File: config.mk
export PLATFORM = sky130hd
export DESIGN_NAME = csc_divider
export DESIGN_NICKNAME = d
export VERILOG_FILES = /design/src/rtl/core/csc_pkg.sv /design/src/rtl/core/csc_divider.sv
export SDC_FILE = /design/constraint.sdc
export NUM_CORES = 1
export LEC_CHECK = 0
export BUFFER_PORTS_ARGS = -buffer_cell sky130_fd_sc_hd__buf_4
export CORE_ASPECT_RATIO = 0.6
export CORE_MARGIN = 2
export CORE_UTILIZATION = 30
export DETAILED_ROUTE_END_ITERATION = 16
export PLACE_DENSITY = 0.47
export SETUP_SLACK_MARGIN = 0.2
export SYNTH_ARGS = -nofsm -noshare
export SYNTH_HDL_FRONTEND = slang
export SYNTH_SLANG_ARGS = --single-unit
File: constraint.sdc
create_clock -name clk -period 2.58 [get_ports clk]
set_input_delay 0 -clock clk [delete_from_list [all_inputs] [get_ports clk]]
set_output_delay 0 -clock clk [all_outputs]
set_load 0.01 [all_outputs]
File: src/rtl/core/csc_pkg.sv
// Shared types, constants and helper functions for the color space converter.
package csc_pkg;

  localparam int CH_BITS = 8;
  localparam int CH_MAX  = (1 << CH_BITS) - 1;
  localparam int CH_HALF = 1 << (CH_BITS - 1);

  localparam int HUE_WRAP = 360;
  localparam int SECTOR   = 60;
  localparam int HUE_FULL = SECTOR * CH_MAX;

  // Reciprocals for division by constants: q0 = (x * R) >> K, then one correction.
  localparam int R_CH   = 65793;    // floor(2^24 / 255)
  localparam int K_CH   = 24;
  localparam int R_FULL = 8982938;  // floor(2^37 / 15300)
  localparam int K_FULL = 37;

  // Restoring divider geometry for the HSV hue and saturation quotients.
  localparam int DIV_NUM_W = 17;
  localparam int DIV_DEN_W = 8;
  localparam int DIV_Q_W   = 9;

  typedef enum logic [1:0] {
    MODE_HSV2RGB = 2'd0,
    MODE_RGB2HSV = 2'd1,
    MODE_RGB2YUV = 2'd2,
    MODE_YUV2RGB = 2'd3
  } mode_t;

  // Result waiting for the divider to catch up.
  typedef struct packed {
    logic       use_div;
    logic [8:0] f0;
    logic [7:0] f1;
    logic [7:0] f2;
  } side_t;

  function automatic logic [7:0] clamp9(input logic signed [8:0] x);
    return x[8] ? 8'd0 : x[7:0];
  endfunction

  function automatic logic [7:0] clamp11(input logic signed [10:0] x);
    logic [7:0] res;
    if (x[10]) res = 8'd0;
    else if (|x[9:8]) res = 8'(CH_MAX);
    else res = x[7:0];
    return res;
  endfunction

  function automatic logic [7:0] clamp_u9(input logic [8:0] x);
    return x[8] ? 8'(CH_MAX) : x[7:0];
  endfunction

  // Q16 matrix coefficients; inv selects YUV to RGB.
  function automatic logic signed [18:0] coef(input logic inv, input logic [1:0] k,
                                              input logic [1:0] j);
    logic signed [18:0] c;
    unique case ({inv, k, j})
      5'b0_00_00: c = 19'sd19595;
      5'b0_00_01: c = 19'sd38470;
      5'b0_00_10: c = 19'sd7471;
      5'b0_01_00: c = -19'sd11003;
      5'b0_01_01: c = -19'sd21758;
      5'b0_01_10: c = 19'sd32768;
      5'b0_10_00: c = 19'sd32768;
      5'b0_10_01: c = -19'sd27453;
      5'b0_10_10: c = -19'sd5312;
      5'b1_00_00: c = 19'sd65536;
      5'b1_00_10: c = 19'sd74711;
      5'b1_01_00: c = 19'sd65536;
      5'b1_01_01: c = -19'sd25887;
      5'b1_01_10: c = -19'sd38076;
      5'b1_10_00: c = 19'sd65536;
      5'b1_10_01: c = 19'sd133169;
      default:    c = 19'sd0;
    endcase
    return c;
  endfunction

  function automatic logic signed [31:0] coef_offset(input logic inv, input logic [1:0] k);
    return (!inv && k != 2'd0) ? 32'(CH_HALF * 65536) : 32'sd0;
  endfunction

  // Q16 sum to channel: floor, then clamp.
  function automatic logic [7:0] q16ch(input logic signed [31:0] acc);
    logic [7:0] res;
    if (acc[31]) res = 8'd0;
    else if (|acc[30:24]) res = 8'(CH_MAX);
    else res = acc[23:16];
    return res;
  endfunction

endpackage

File: src/rtl/core/csc_divider.sv
// Pipelined restoring divider, one quotient bit per stage.
module csc_divider (
  input  logic                          clk,
  input  logic                          en,
  input  logic [csc_pkg::DIV_NUM_W-1:0] num,
  input  logic [csc_pkg::DIV_DEN_W-1:0] den,
  output logic [csc_pkg::DIV_Q_W-1:0]   quo
);

  logic [csc_pkg::DIV_NUM_W-1:0] rem_q [csc_pkg::DIV_Q_W-1];
  logic [csc_pkg::DIV_DEN_W-1:0] den_q [csc_pkg::DIV_Q_W-1];
  logic [csc_pkg::DIV_Q_W-1:0]   quo_q [csc_pkg::DIV_Q_W];

  for (genvar i = 0; i < csc_pkg::DIV_Q_W; i++) begin : g_stage
    logic [csc_pkg::DIV_NUM_W-1:0] r_in;
    logic [csc_pkg::DIV_DEN_W-1:0] d_in;
    logic [csc_pkg::DIV_Q_W-1:0]   q_in;
    logic [csc_pkg::DIV_NUM_W:0]   trial;

    if (i == 0) begin : g_first
      assign r_in = num;
      assign d_in = den;
      assign q_in = '0;
    end else begin : g_next
      assign r_in = rem_q[i-1];
      assign d_in = den_q[i-1];
      assign q_in = quo_q[i-1];
    end

    assign trial = {1'b0, r_in}
                 - ((csc_pkg::DIV_NUM_W + 1)'(d_in) << (csc_pkg::DIV_Q_W - 1 - i));

    always_ff @(posedge clk) begin
      if (en) begin
        quo_q[i] <= q_in
                  | (csc_pkg::DIV_Q_W'(!trial[csc_pkg::DIV_NUM_W])
                     << (csc_pkg::DIV_Q_W - 1 - i));
      end
    end

    if (i < csc_pkg::DIV_Q_W - 1) begin : g_carry
      always_ff @(posedge clk) begin
        if (en) begin
          rem_q[i] <= trial[csc_pkg::DIV_NUM_W] ? r_in : trial[csc_pkg::DIV_NUM_W-1:0];
          den_q[i] <= d_in;
        end
      end
    end
  end

  assign quo = quo_q[csc_pkg::DIV_Q_W-1];

endmodule

; Word level (Yosys, flattened, before mapping)
; Memories as Yosys holds them, arrays and structs flattened.
; Index checks and enable logic that the tools add are counted.
; Widths: inputs -> output; s select.
[classes]
n_reduce_logical = 9
n_shift = 0
n_mul = 0
add_sub_neg = 9
n_div = 0
n_lt_le_gt_ge = 0
n_eq_ne = 0
n_mux = 10
n_bitwise = 8
[ops]
columns = cell, n
row1 = $mux 17, 8
row2 = $sub 17x10->18, 1
row3 = $sub 17x11->18, 1
row4 = $sub 17x12->18, 1
row5 = $sub 17x13->18, 1
row6 = $sub 17x14->18, 1
row7 = $sub 17x15->18, 1
row8 = $sub 17x16->18, 1
row9 = $sub 17x8->18, 1
row10 = $sub 17x9->18, 1
row11 = $logic_not 1->1, 9
row12 = $or 9x1->9, 1
row13 = $or 9x2->9, 1
row14 = $or 9x3->9, 1
row15 = $or 9x4->9, 1
row16 = $or 9x5->9, 1
row17 = $or 9x6->9, 1
row18 = $or 9x7->9, 1
row19 = $or 9x8->9, 1
row20 = $mux 1, 2
[word_totals]
latch_bits = 0
ramBits = 281
regBits = 0
memories = 3
mem_bits_ro = 0
in_bits = 27
[memory_table]
columns = name, depth, word_bits, rd, rd_ports_with_merged_regs, write_ports, line
row1 = rem_q, 8, 17, 8, 0, 8, csc_divider.sv:10  ; logic [csc_pkg::DIV_NUM_W-1:0] rem_q [csc_pkg::DIV_Q_W-1];
row2 = quo_q, 9, 9, 9, 0, 9, csc_divider.sv:12  ; logic [csc_pkg::DIV_Q_W-1:0] quo_q [csc_pkg::DIV_Q_W];
row3 = den_q, 8, 8, 8, 0, 8, csc_divider.sv:11  ; logic [csc_pkg::DIV_DEN_W-1:0] den_q [csc_pkg::DIV_Q_W-1];

; Longest topological paths before layout
; Gate-level depths: netlist of the first run.
; An unclocked memory read counts as a cell.
[depth]
ltp_word = 4
ltp_mapped = 12
depth_no_buf = 10

; Least setup slack after synthesis of the first run
; No wires, ideal clock.
[synth_path]
path_type = reg2reg
start = mem rem_q[0][7] (netlist name)
end = mem rem_q[0][26] (netlist name), data pin
required_ps = 2319
setup_slack_ps = 20
stages_incl_launch_ff = 13
n_path_buf = 2
arrival_ps = 2300
path_cell_list = edfxtp_1 > inv_1 > ha_1 > inv_1 > fa_1 > a211oi_1 > nor2_1 > o2111ai_2 > or3b_1 > clkbuf_1 > buf_2 > nor2_1 > a21oi_1
[synth_lines]
columns = item, line
row1 = "start, declared", csc_divider.sv:10

==> results.sh, run 1 <==
export IMPL_synth_cell_types=67
export IMPL_dieArea_mm2=0.04207
export IMPL_clockBufferDepth=3
export IMPL_avgSynthCellArea_um2=12.58
export IMPL_fillers=3678
export IMPL_p_leak_nw=6.147
export IMPL_layout_common_cells="245 x edfxtp_1, 108 x buf_4, 95 x inv_1"
export IMPL_routabilityCongestion=0.8443
export IMPL_finalCriticalPeriod_ns=2.532
export IMPL_first_iter_violations=510
export IMPL_rsz0062_at_grt="yes"
export IMPL_fmax_mhz=395.0
export IMPL_critical_path_top_delay_family="buffers and inverters"
export IMPL_critical_path_class="flip-flop to flip-flop"
export IMPL_initial_utilization_pct=30.72
export IMPL_core_mm2=0.03945
export IMPL_area_growth_pct=30.31
export IMPL_final_util_pct=40.02
export IMPL_grt_pass1_vias=7133
export IMPL_netlist_area_mm2=0.01212
export IMPL_clkSinkCount=245
export IMPL_clkLatencyLatePin_ns=0.55
export IMPL_ys_seq_elements=245
export IMPL_grt_pass1_wl_um=40290
export IMPL_synth_seq_area_share_pct=60.72
export IMPL_via_per_inst=4.556
export IMPL_cts_tree="built"
export IMPL_nNetsFinal=1246
export IMPL_slew_headroom_pct=59.99
export IMPL_min_path_type="input pin to flip-flop"
export IMPL_status="finished clean"
export IMPL_antenna_left=0
export IMPL_setup_viol=0
export IMPL_worstMarginPinSlew_ns=0.5850
export IMPL_first_pass_iters=5
export IMPL_antenna_found_initial=0
export IMPL_slew_violations=0
export IMPL_numPortBuffers=35
export IMPL_layout_setup_ws_ns=0.04807
export IMPL_clock_skew_ns=0.01244
export IMPL_ir_worst_vdd_uv=508.7
export IMPL_vias=7668
export IMPL_synth_async_reset_ratio_pct=0
export IMPL_io_pins=36
export IMPL_grt_max_degree=71
export IMPL_num_rows=56
export IMPL_postRouteWirelength_um=25540
export IMPL_netlist_instances=963
export IMPL_fp_dieH_um=159.7
export IMPL_regArea_mm2=0.007357
export IMPL_hold_slack_ns=0.1638
export IMPL_syn_nets=1069
export IMPL_crit_path_max_incr_delay_ns=0.38
export IMPL_grt_use_total_pct=11.90
export IMPL_clk_pin_slew_ns=0.06
export IMPL_worstPathRequired_ns=2.88
export IMPL_power_density_mw_per_mm2=916.8
export IMPL_hold_viol=0
export IMPL_crit_path_end_kind="flip-flop"
export IMPL_drv_cap=0
export IMPL_crit_chain="inv_1 > ha_2 > fa_2 > nand2b_4 > a21oi_2 > buf_4 > o211ai_1 > buf_4 > and3_4 > clkbuf_16 > o31ai_2"
export IMPL_synth_edf_count=245
export IMPL_dieWidth_um=263.5
export IMPL_path_common_cell="buf_4"
export IMPL_cts_buffers_inserted=27
export IMPL_post_place_ws_ns=-0.1900
export IMPL_crit_buf_inv=4
export IMPL_multi_input_area_mm2=0.004995
export IMPL_synth_main_ff_cell="edfxtp_1"
export IMPL_worstSetupStartpointType="flip-flop"
export IMPL_slowest_stage="edfxtp_1"
export IMPL_h_tree_depth=1
export IMPL_root_buffer="clkbuf_16"
export IMPL_ys_warn_count=0
export IMPL_drive_gt1_share_pct=28.25
export IMPL_drc=0
export IMPL_n_antenna_cell=0
export IMPL_worstPathArrival_ns=2.83
export IMPL_place_hpwl_um=17560
export IMPL_crit_fanout=8
export IMPL_dp_cells=1563
export IMPL_grt_overflow=0
export IMPL_final_common_cell="edfxtp_1"
export IMPL_routedWlPerCell_um=15.18
export IMPL_finalCritPeriodShare_pct=98.14
export IMPL_finalNonFillerCells=1683
[through the flow]
stage	instance area, um2	power, mW	setup TNS, ns
CTS	15120	14.09	0
floorplan	12140	8.179	0
finish	15790	14.48	0
detailed placement	13420	9.361	-0.4509
global placement	13420	9.342	-0.03004
global route	15790	15.32	-0.02646
[synth_stat cells, drive strengths merged (5+ instances only)]
cell    number  share of area, %
a21o        16              0.99
buf          9              0.52
nand2       66               2.0
nor2b       16              0.83
nand3       10              0.41
edfxtp     245                61
o21a        21               1.3
nand2b      19              0.98
xnor2       22               1.6
inv        103               3.2
or2          6              0.31
fa           8               1.3
a211oi       9              0.56
o31ai       11              0.68
mux2        22               2.1
ha          71               7.3
nor4        10              0.57
nor3        23              0.95
or4          5              0.34
o21ai       58               2.4
xor2        23               1.7
nor2        62               2.0
mux2i        5              0.41
o211ai       8              0.50
o31a         7              0.51
or3         11              0.58
a21oi       48               2.0
[cell families (layout without fill, tap and decap cells)]
family | count (synthesis) | after routing | synth area share, %
AOI/OAI and AO/OA | 207 | 207 | 10.99
xor gates and xnor gates | 45 | 45 | 3.253
adders and majority gates | 79 | 79 | 8.653
buffers and inverters | 116 | 313 | 3.831
DFF | 245 | 245 | 60.72
muxes | 27 | 27 | 2.551
and+or+nand+nor | 244 | 245 | 10.01
[where the power goes]
part | switching, mW | internal, mW | leakage, nW
clock network | 1.62 | 2.62 | 0.478
registers | 0.481 | 5.31 | 2.36
logic | 2.23 | 2.21 | 3.31
[worst reg2reg max path, delay by kind of cell, from the launching register on]
kind	cells	cell delay [ns]
simple gates	2	0.40
flops	1	0.38
buf+inv	4	0.61
compound gates	3	0.49
fa+ha+maj	2	0.39
[what timing repair did]
action | CTS | global route
hold buffers | 27 | 0
buffers inserted | 20 | 19
gates cloned | 1 | 3
pin swaps | 27 | 47
hold endpoints to repair | 90 | 0
endpoints found under the setup margin | 70 | 83
resized for setup | 74 | 126
[final timing paths]
kind                          start                      to  slack, ns  cells after the start
max reg2reg  rem_q[1][35]$_DFFE_PP_  rem_q[1][56]$_DFFE_PP_       0.05                     11
max          rem_q[1][35]$_DFFE_PP_  rem_q[1][56]$_DFFE_PP_       0.05                     11
min                          num[3]   rem_q[0][3]$_DFFE_PP_       0.16                      2
min reg2reg  quo_q[1][28]$_DFFE_PP_   quo_q[2][1]$_DFFE_PP_       0.42                      0
[state kept, by name, summed over array words and instances (netlist names)]
signal  count
rem_q     136
den_q      64
quo_q      45
[metal layers]
metal	routed length, um	GRT usage [%]	vias to the layer above
met5	0	0	-
met4	621	3.221	0
met3	962	1.974	36
met2	8665	13.73	129
met1	15290	21.07	3590
li1	-	-	3913
[cell type report]
cell class                      instances  share of cell area [%]
Clock buffer                           30                   4.351
Clock inverter                         20                   1.783
Inverter                              103                   2.496
Multi-Input combinational cell        603                   31.63
Sequential cell                       245                   46.60
Tap cell                              522                   4.137
Timing Repair Buffer                  160                   9.002
(Power assumes the default switching activity.)
==> inputs of run 2 (changes only) <==
- ABC_AREA: default -> 1
- CORE_MARGIN: 2 -> default
==> run 2 against run 1 <==
Net effect:
- core utilization shrank 4.2 points
- non-clock buffer count shrank 90
- final area shrank 3.9%
- sequential cell count is the same
- die area grew 5.5%
- critical path type unchanged
==> results.sh, run 2 <==
export IMPL_synth_simple_gate_area_share_pct=20.14
export IMPL_ir_worst_vdd_uv=449.6
export IMPL_worstPathArrival_ns=2.50
export IMPL_synth_area_leader_cell="edfxtp_1"
export IMPL_antenna_found_initial=0
export IMPL_slowest_stage="edfxtp_1"
export IMPL_layout_setup_ws_ns=0.3973
export IMPL_finalCriticalPeriod_ns=2.183
export IMPL_vias=8813
export IMPL_synthTopCellsByCount="362 x nand2_1, 245 x edfxtp_1, 223 x inv_1"
export IMPL_synthTopCellsByArea="edfxtp_1 56%, nand2_1 10%, ha_1 6.8%"
export IMPL_grt_pass1_vias=8147
export IMPL_drv_cap=0
export IMPL_avgSynthCellArea_um2=9.826
export IMPL_min_path_type="input pin to flip-flop"
export IMPL_dpl_cell_area_mm2=0.01404
export IMPL_ys_warn_count=0
export IMPL_clockBufferDepth=3
export IMPL_initial_utilization_pct=30.79
export IMPL_synthAdderAreaFrac_pct=8.035
export IMPL_synth_async_reset_ratio_pct=0
export IMPL_synth_xor_area_share_pct=2.282
export IMPL_fmax_mhz=458.1
export IMPL_antenna_left=0
export IMPL_cts_buffers_inserted=27
export IMPL_root_buffer="clkbuf_16"
export IMPL_finalPower_mw=13.47
export IMPL_setup_viol=0
export IMPL_synth_compound_gate_area_share_pct=5.801
export IMPL_path_common_cell="nand2_1"
export IMPL_fp_dieH_um=163.5
export IMPL_finalCritPeriodShare_pct=84.60
export IMPL_io_pins=36
export IMPL_worstMarginPinSlew_ns=0.8563
export IMPL_layout_common_cells="361 x nand2_1, 245 x edfxtp_1, 222 x inv_1"
export IMPL_synth_seq_area_share_pct=56.38
export IMPL_crit_path_end_kind="flip-flop"
export IMPL_crit_chain="ha_4 > nand2_1 > nor2_1 > nor2_2 > o21ai_2 > nand2_1 > nand2_4 > clkinvlp_4 > nand2_1 > nand2_1"
export IMPL_n_antenna_cell=0
export IMPL_crit_path_max_incr_delay_ns=0.44
export IMPL_synth_mux_area_share_pct=0
export IMPL_dp_cells=1934
export IMPL_routedWlPerCell_um=13.94
export IMPL_multi_input_area_mm2=0.004756
export IMPL_synth_main_ff_cell="edfxtp_1"
export IMPL_yosysTopAreaCellShare_pct=56.38
export IMPL_p_leak_nw=6.562
export IMPL_synth_top_family_by_area="simple AND/OR/NAND/NOR gates"
export IMPL_cts_tree="built"
export IMPL_syn_nets=1434
export IMPL_netlist_area_mm2=0.01305
export IMPL_synth_edf_count=245
export IMPL_core_mm2=0.04238
export IMPL_clkLatencyLatePin_ns=0.57
export IMPL_worstSetupStartpointType="flip-flop"
export IMPL_hold_viol=0
export IMPL_dieArea_mm2=0.04436
export IMPL_numPortBuffers=35
export IMPL_netlist_instances=1328
export IMPL_slew_headroom_pct=42.39
export IMPL_setup_tns_ns=0
export IMPL_first_iter_violations=734
export IMPL_status="finished clean"
export IMPL_grt_pass1_wl_um=45290
export IMPL_num_rows=58
export IMPL_clkSinkCount=245
export IMPL_clock_skew_ns=0.01868
export IMPL_cts_setup_buffers=0
export IMPL_grt_use_total_pct=12.93
export IMPL_regMostFlops="rem_q"
export IMPL_postRouteWirelength_um=27990
export IMPL_place_hpwl_um=20990
export IMPL_rsz0062_at_grt="no"
export IMPL_ys_seq_elements=245
export IMPL_finalNonFillerCells=2008
export IMPL_clk_pin_slew_ns=0.06
export IMPL_grt_max_degree=75
export IMPL_nNetsFinal=1525
export IMPL_final_common_cell="nand2_1"
export IMPL_worstPathRequired_ns=2.90
export IMPL_via_per_inst=4.389
export IMPL_first_pass_iters=5
export IMPL_drive_gt1_share_pct=10.50
export IMPL_critical_path_class="flip-flop to flip-flop"
export IMPL_fin_area_mm2=0.01517
export IMPL_regArea_mm2=0.007357
export IMPL_final_util_pct=35.79
export IMPL_post_place_ws_ns=0.3878
export IMPL_grt_overflow=0
export IMPL_largest_register_ffs=136
export IMPL_hold_slack_ns=0.1474
export IMPL_h_tree_depth=1
export IMPL_routabilityCongestion=0.8697
export IMPL_power_density_mw_per_mm2=888.3
export IMPL_fillers=4329
export IMPL_top_regs="rem_q: 136 flops, den_q: 64 flops, quo_q: 45 flops"
export IMPL_crit_fanout=8
export IMPL_dieWidth_um=271.2
export IMPL_slew_violations=0
export IMPL_area_growth_pct=16.24
export IMPL_drc=0
export IMPL_yosysMostFrequentCell="nand2_1"
export IMPL_synth_cell_types=40
-- run 2: what timing repair did --
| item | 4_1_cts | 5_1_grt |
|---|---|---|
| hold buffers | 26 | 0 |
| endpoints found under the setup margin | 0 | 11 |
| gates resized for setup | 0 | 6 |
| hold endpoints to repair | 62 | 0 |
-- run 2: worst paths after layout --
check        slack (ns)                endpoint                    from  depth (start not counted)
max                0.40  rem_q[1][11]$_DFFE_PP_  rem_q[0][57]$_DFFE_PP_                         10
min reg2reg        0.41  quo_q[1][29]$_DFFE_PP_  quo_q[1][20]$_DFFE_PP_                          0
max reg2reg        0.40  rem_q[1][11]$_DFFE_PP_  rem_q[0][57]$_DFFE_PP_                         10
min                0.15   rem_q[0][4]$_DFFE_PP_                  num[4]                          2
-- run 2: worst max-delay path, delay by kind of cell, from the launching register on --
kind	cells	cell delay, ns
adders and majority gates	1	0.31
DFF	1	0.44
buffers and inverters	1	0.23
and+or+nand+nor	7	0.74
AOI/OAI and AO/OA	1	0.22
-- run 2: power breakdown --
part           switching, mW  total (mW)  leakage [nW]  internal [mW]
sequential             0.403        5.68          2.36           5.28
clock                   1.62        3.74         0.407           2.12
combinational           2.58        4.05          3.80           1.48
-- run 2: layout make-up --
| cell class | count | share of cell area (%) |
|---|---|---|
| tap | 570 | 4.702 |
| clock inverter | 16 | 0.9156 |
| multi-input combinational | 846 | 31.35 |
| timing repair buffer | 70 | 4.190 |
| sequential | 245 | 48.50 |
| inverter | 229 | 5.758 |
| clock buffer | 32 | 4.578 |
-- run 2: cells by family (layout without fill, tap and decap cells) --
group	Yosys count	in the layout
AOI/OAI and AO/OA	129	129
buffers and inverters	237	347
DFF	245	245
adders and majority gates	79	79
xor gates and xnor gates	34	34
and+or+nand+nor	604	604
-- run 2: per-layer routing --
layer  vias to the layer above  part of all wire [%]  global-route usage, %
met5                         -                     0                      0
met4                         0                   2.0                  2.988
met3                        34                   6.0                  2.779
met2                       185                    32                  14.85
met1                      4000                    60                  22.53
li1                       4594                     -                      -
==> inputs of run 3 (changes only) <==
- PLACE_DENSITY: 0.47 -> 0.45
- clock period: 2.58 -> 2.2 ns (I/O delays scaled with it)
==> run 3 against run 2 <==
Net effect:
- first-iteration DRC count rose by 4.8%
- routed wire length rose by 6.9%
- final area rose by 8.5%
- cell count rose by 3.2%
- fmax grew 8.0%
- clock power grew 26%
- die area unchanged
- clock skew up 0.013 ns
- global-route usage rose by 0.21 points
==> results.sh, run 3 (synthesis results as in run 2) <==
export IMPL_hold_slack_ns=0.1517
export IMPL_drv_cap=0
export IMPL_power_density_mw_per_mm2=1041
export IMPL_r2r_worst_path_cells=9
export IMPL_clkSinkCount=245
export IMPL_final_common_cell="nand2_1"
export IMPL_place_hpwl_um=21220
export IMPL_numPortBuffers=35
export IMPL_num_rows=58
export IMPL_rsz0062_at_grt="yes"
export IMPL_crit_fanout=5
export IMPL_n_antenna_cell=0
export IMPL_worstMarginPinSlew_ns=0.4724
export IMPL_r2r_start="den_q[0][16]$_DFFE_PP_"
export IMPL_slowest_stage="edfxtp_1"
export IMPL_antenna_left=0
export IMPL_clkLatencyLatePin_ns=0.56
export IMPL_fmax_mhz=494.7
export IMPL_worstPathRequired_ns=2.52
export IMPL_h_tree_depth=1
export IMPL_worstReg2RegEnd="rem_q[0][56]$_DFFE_PP_"
export IMPL_top_regs="rem_q: 136 flops, den_q: 64 flops, quo_q: 45 flops"
export IMPL_routedWlPerCell_um=14.43
export IMPL_clockBufferDepth=3
export IMPL_grtUsageMet2_pct=15.26
export IMPL_path_common_cell="nand2_4"
export IMPL_multi_input_area_mm2=0.005386
export IMPL_drive_gt1_share_pct=22.55
export IMPL_setup_tns_ns=0
export IMPL_fp_dieH_um=163.5
export IMPL_hold_depth=2
export IMPL_dieWidth_um=271.2
export IMPL_post_place_ws_ns=0.01263
export IMPL_layout_setup_ws_ns=0.1786
export IMPL_via_per_inst=4.474
export IMPL_postRouteWirelength_um=29920
export IMPL_finalPower_mw=17.14
export IMPL_clock_skew_ns=0.03190
export IMPL_antenna_found_initial=0
export IMPL_dieArea_mm2=0.04436
export IMPL_slew_headroom_pct=68.21
export IMPL_cts_tree="built"
export IMPL_initial_utilization_pct=30.79
export IMPL_first_pass_iters=5
export IMPL_critical_path_class="flip-flop to flip-flop"
export IMPL_largest_register_ffs=136
export IMPL_core_mm2=0.04238
export IMPL_nNetsFinal=1589
export IMPL_grt_use_total_pct=13.14
export IMPL_grt_pass1_vias=8395
export IMPL_min_path_type="input pin to flip-flop"
export IMPL_vias=9275
export IMPL_crit_chain="ha_4 > fa_2 > inv_2 > nand3_2 > nand2_4 > nand3b_1 > nand2_4 > clkbuf_16 > a21oi_2"
export IMPL_hold_viol=0
export IMPL_min_delay_start="num[5]"
export IMPL_layout_common_cells="331 x nand2_1, 245 x edfxtp_1, 214 x inv_1"
export IMPL_crit_path_end_kind="flip-flop"
export IMPL_crit_path_max_incr_delay_ns=0.43
export IMPL_crit_buf_inv=2
export IMPL_final_util_pct=38.84
export IMPL_ir_worst_vdd_uv=502.5
export IMPL_io_pins=36
export IMPL_first_iter_violations=769
export IMPL_rrSetupSlack_ns=0.18
export IMPL_busiest_layer="met1"
export IMPL_critical_path_top_delay_family="adder cells"
export IMPL_status="finished clean"
export IMPL_p_leak_nw=7.009
export IMPL_grt_max_degree=71
export IMPL_worstSetupStartpointType="flip-flop"
export IMPL_clk_pin_slew_ns=0.06
export IMPL_area_growth_pct=26.16
export IMPL_finalCritPeriodShare_pct=91.88
export IMPL_grt_overflow=0
export IMPL_grt_pass1_wl_um=46000
export IMPL_regArea_mm2=0.007357
export IMPL_cts_buffers_inserted=28
export IMPL_min_to="rem_q[0][5]$_DFFE_PP_"
export IMPL_regMostFlops="rem_q"
export IMPL_gr_usage_met1_pct=23.07
export IMPL_grtUsageMet3_pct=2.676
export IMPL_worstPathArrival_ns=2.34
export IMPL_fillers=4193
export IMPL_slew_violations=0
export IMPL_root_buffer="clkbuf_16"
export IMPL_drc=0
export IMPL_finalCriticalPeriod_ns=2.021
export IMPL_routabilityCongestion=0.8512
export IMPL_setup_viol=0
==> run 3: worst max-delay path by stage <==
stage                                      start                      to  slack [ns]  cells past startpoint
after floorplan            rem_q[0][7]$_DFFE_PP_  rem_q[0][26]$_DFFE_PP_        0.25                     13
after global placement    den_q[0][24]$_DFFE_PP_  rem_q[1][12]$_DFFE_PP_        0.08                     10
after detailed placement  den_q[0][24]$_DFFE_PP_  rem_q[1][12]$_DFFE_PP_        0.01                     10
after CTS                 den_q[0][24]$_DFFE_PP_  rem_q[1][12]$_DFFE_PP_        0.15                     10
after global routing      den_q[0][16]$_DFFE_PP_  rem_q[0][67]$_DFFE_PP_        0.09                     10
final                     den_q[0][16]$_DFFE_PP_  rem_q[0][56]$_DFFE_PP_        0.18                      9
==> run 3: cell type report <==
type / instances / area share (%)
inverters: 229 / 5.381
multi-input cells: 846 / 32.72
clock buffers: 33 / 4.370
repair buffers: 132 / 7.243
repair inverters: 1 / 0.03800
flip-flops and latches: 245 / 44.69
clock inverters: 17 / 1.224
well taps: 570 / 4.332
==> run 3: per-layer routing <==
metal | wire [um] | vias to the layer above | share of wire, %
met5 | 0 | - | 0
met4 | 444 | 0 | 1.5
met3 | 1565 | 29 | 5.2
met2 | 10120 | 218 | 34
met1 | 17790 | 4310 | 59
li1 | - | 4718 | -
==> run 3: what timing repair did <==
item                                   4_1_cts  5_1_grt
setup endpoints to repair                   77       91
endpoints found under the hold margin       46        0
gates cloned                                 0        4
buffers inserted                            14       34
hold buffers                                26        0
pin swaps                                   15       54
gates resized for setup                     47      117
==> run 3: report_power, final <==
| group | internal, mW | leakage [nW] | switching [mW] |
|---|---|---|---|
| combinational | 2.35 | 4.20 | 3.34 |
| sequential | 6.19 | 2.36 | 0.544 |
| clock | 2.80 | 0.449 | 1.92 |
==> run 3: through the flow <==
stage / cells / cell area (um2)
floorplan: 1328 / 13050
global placement: 1945 / 14160
detailed placement: 1945 / 14160
CTS: 2035 / 15640
global route: 2073 / 16460
finish: 2073 / 16460
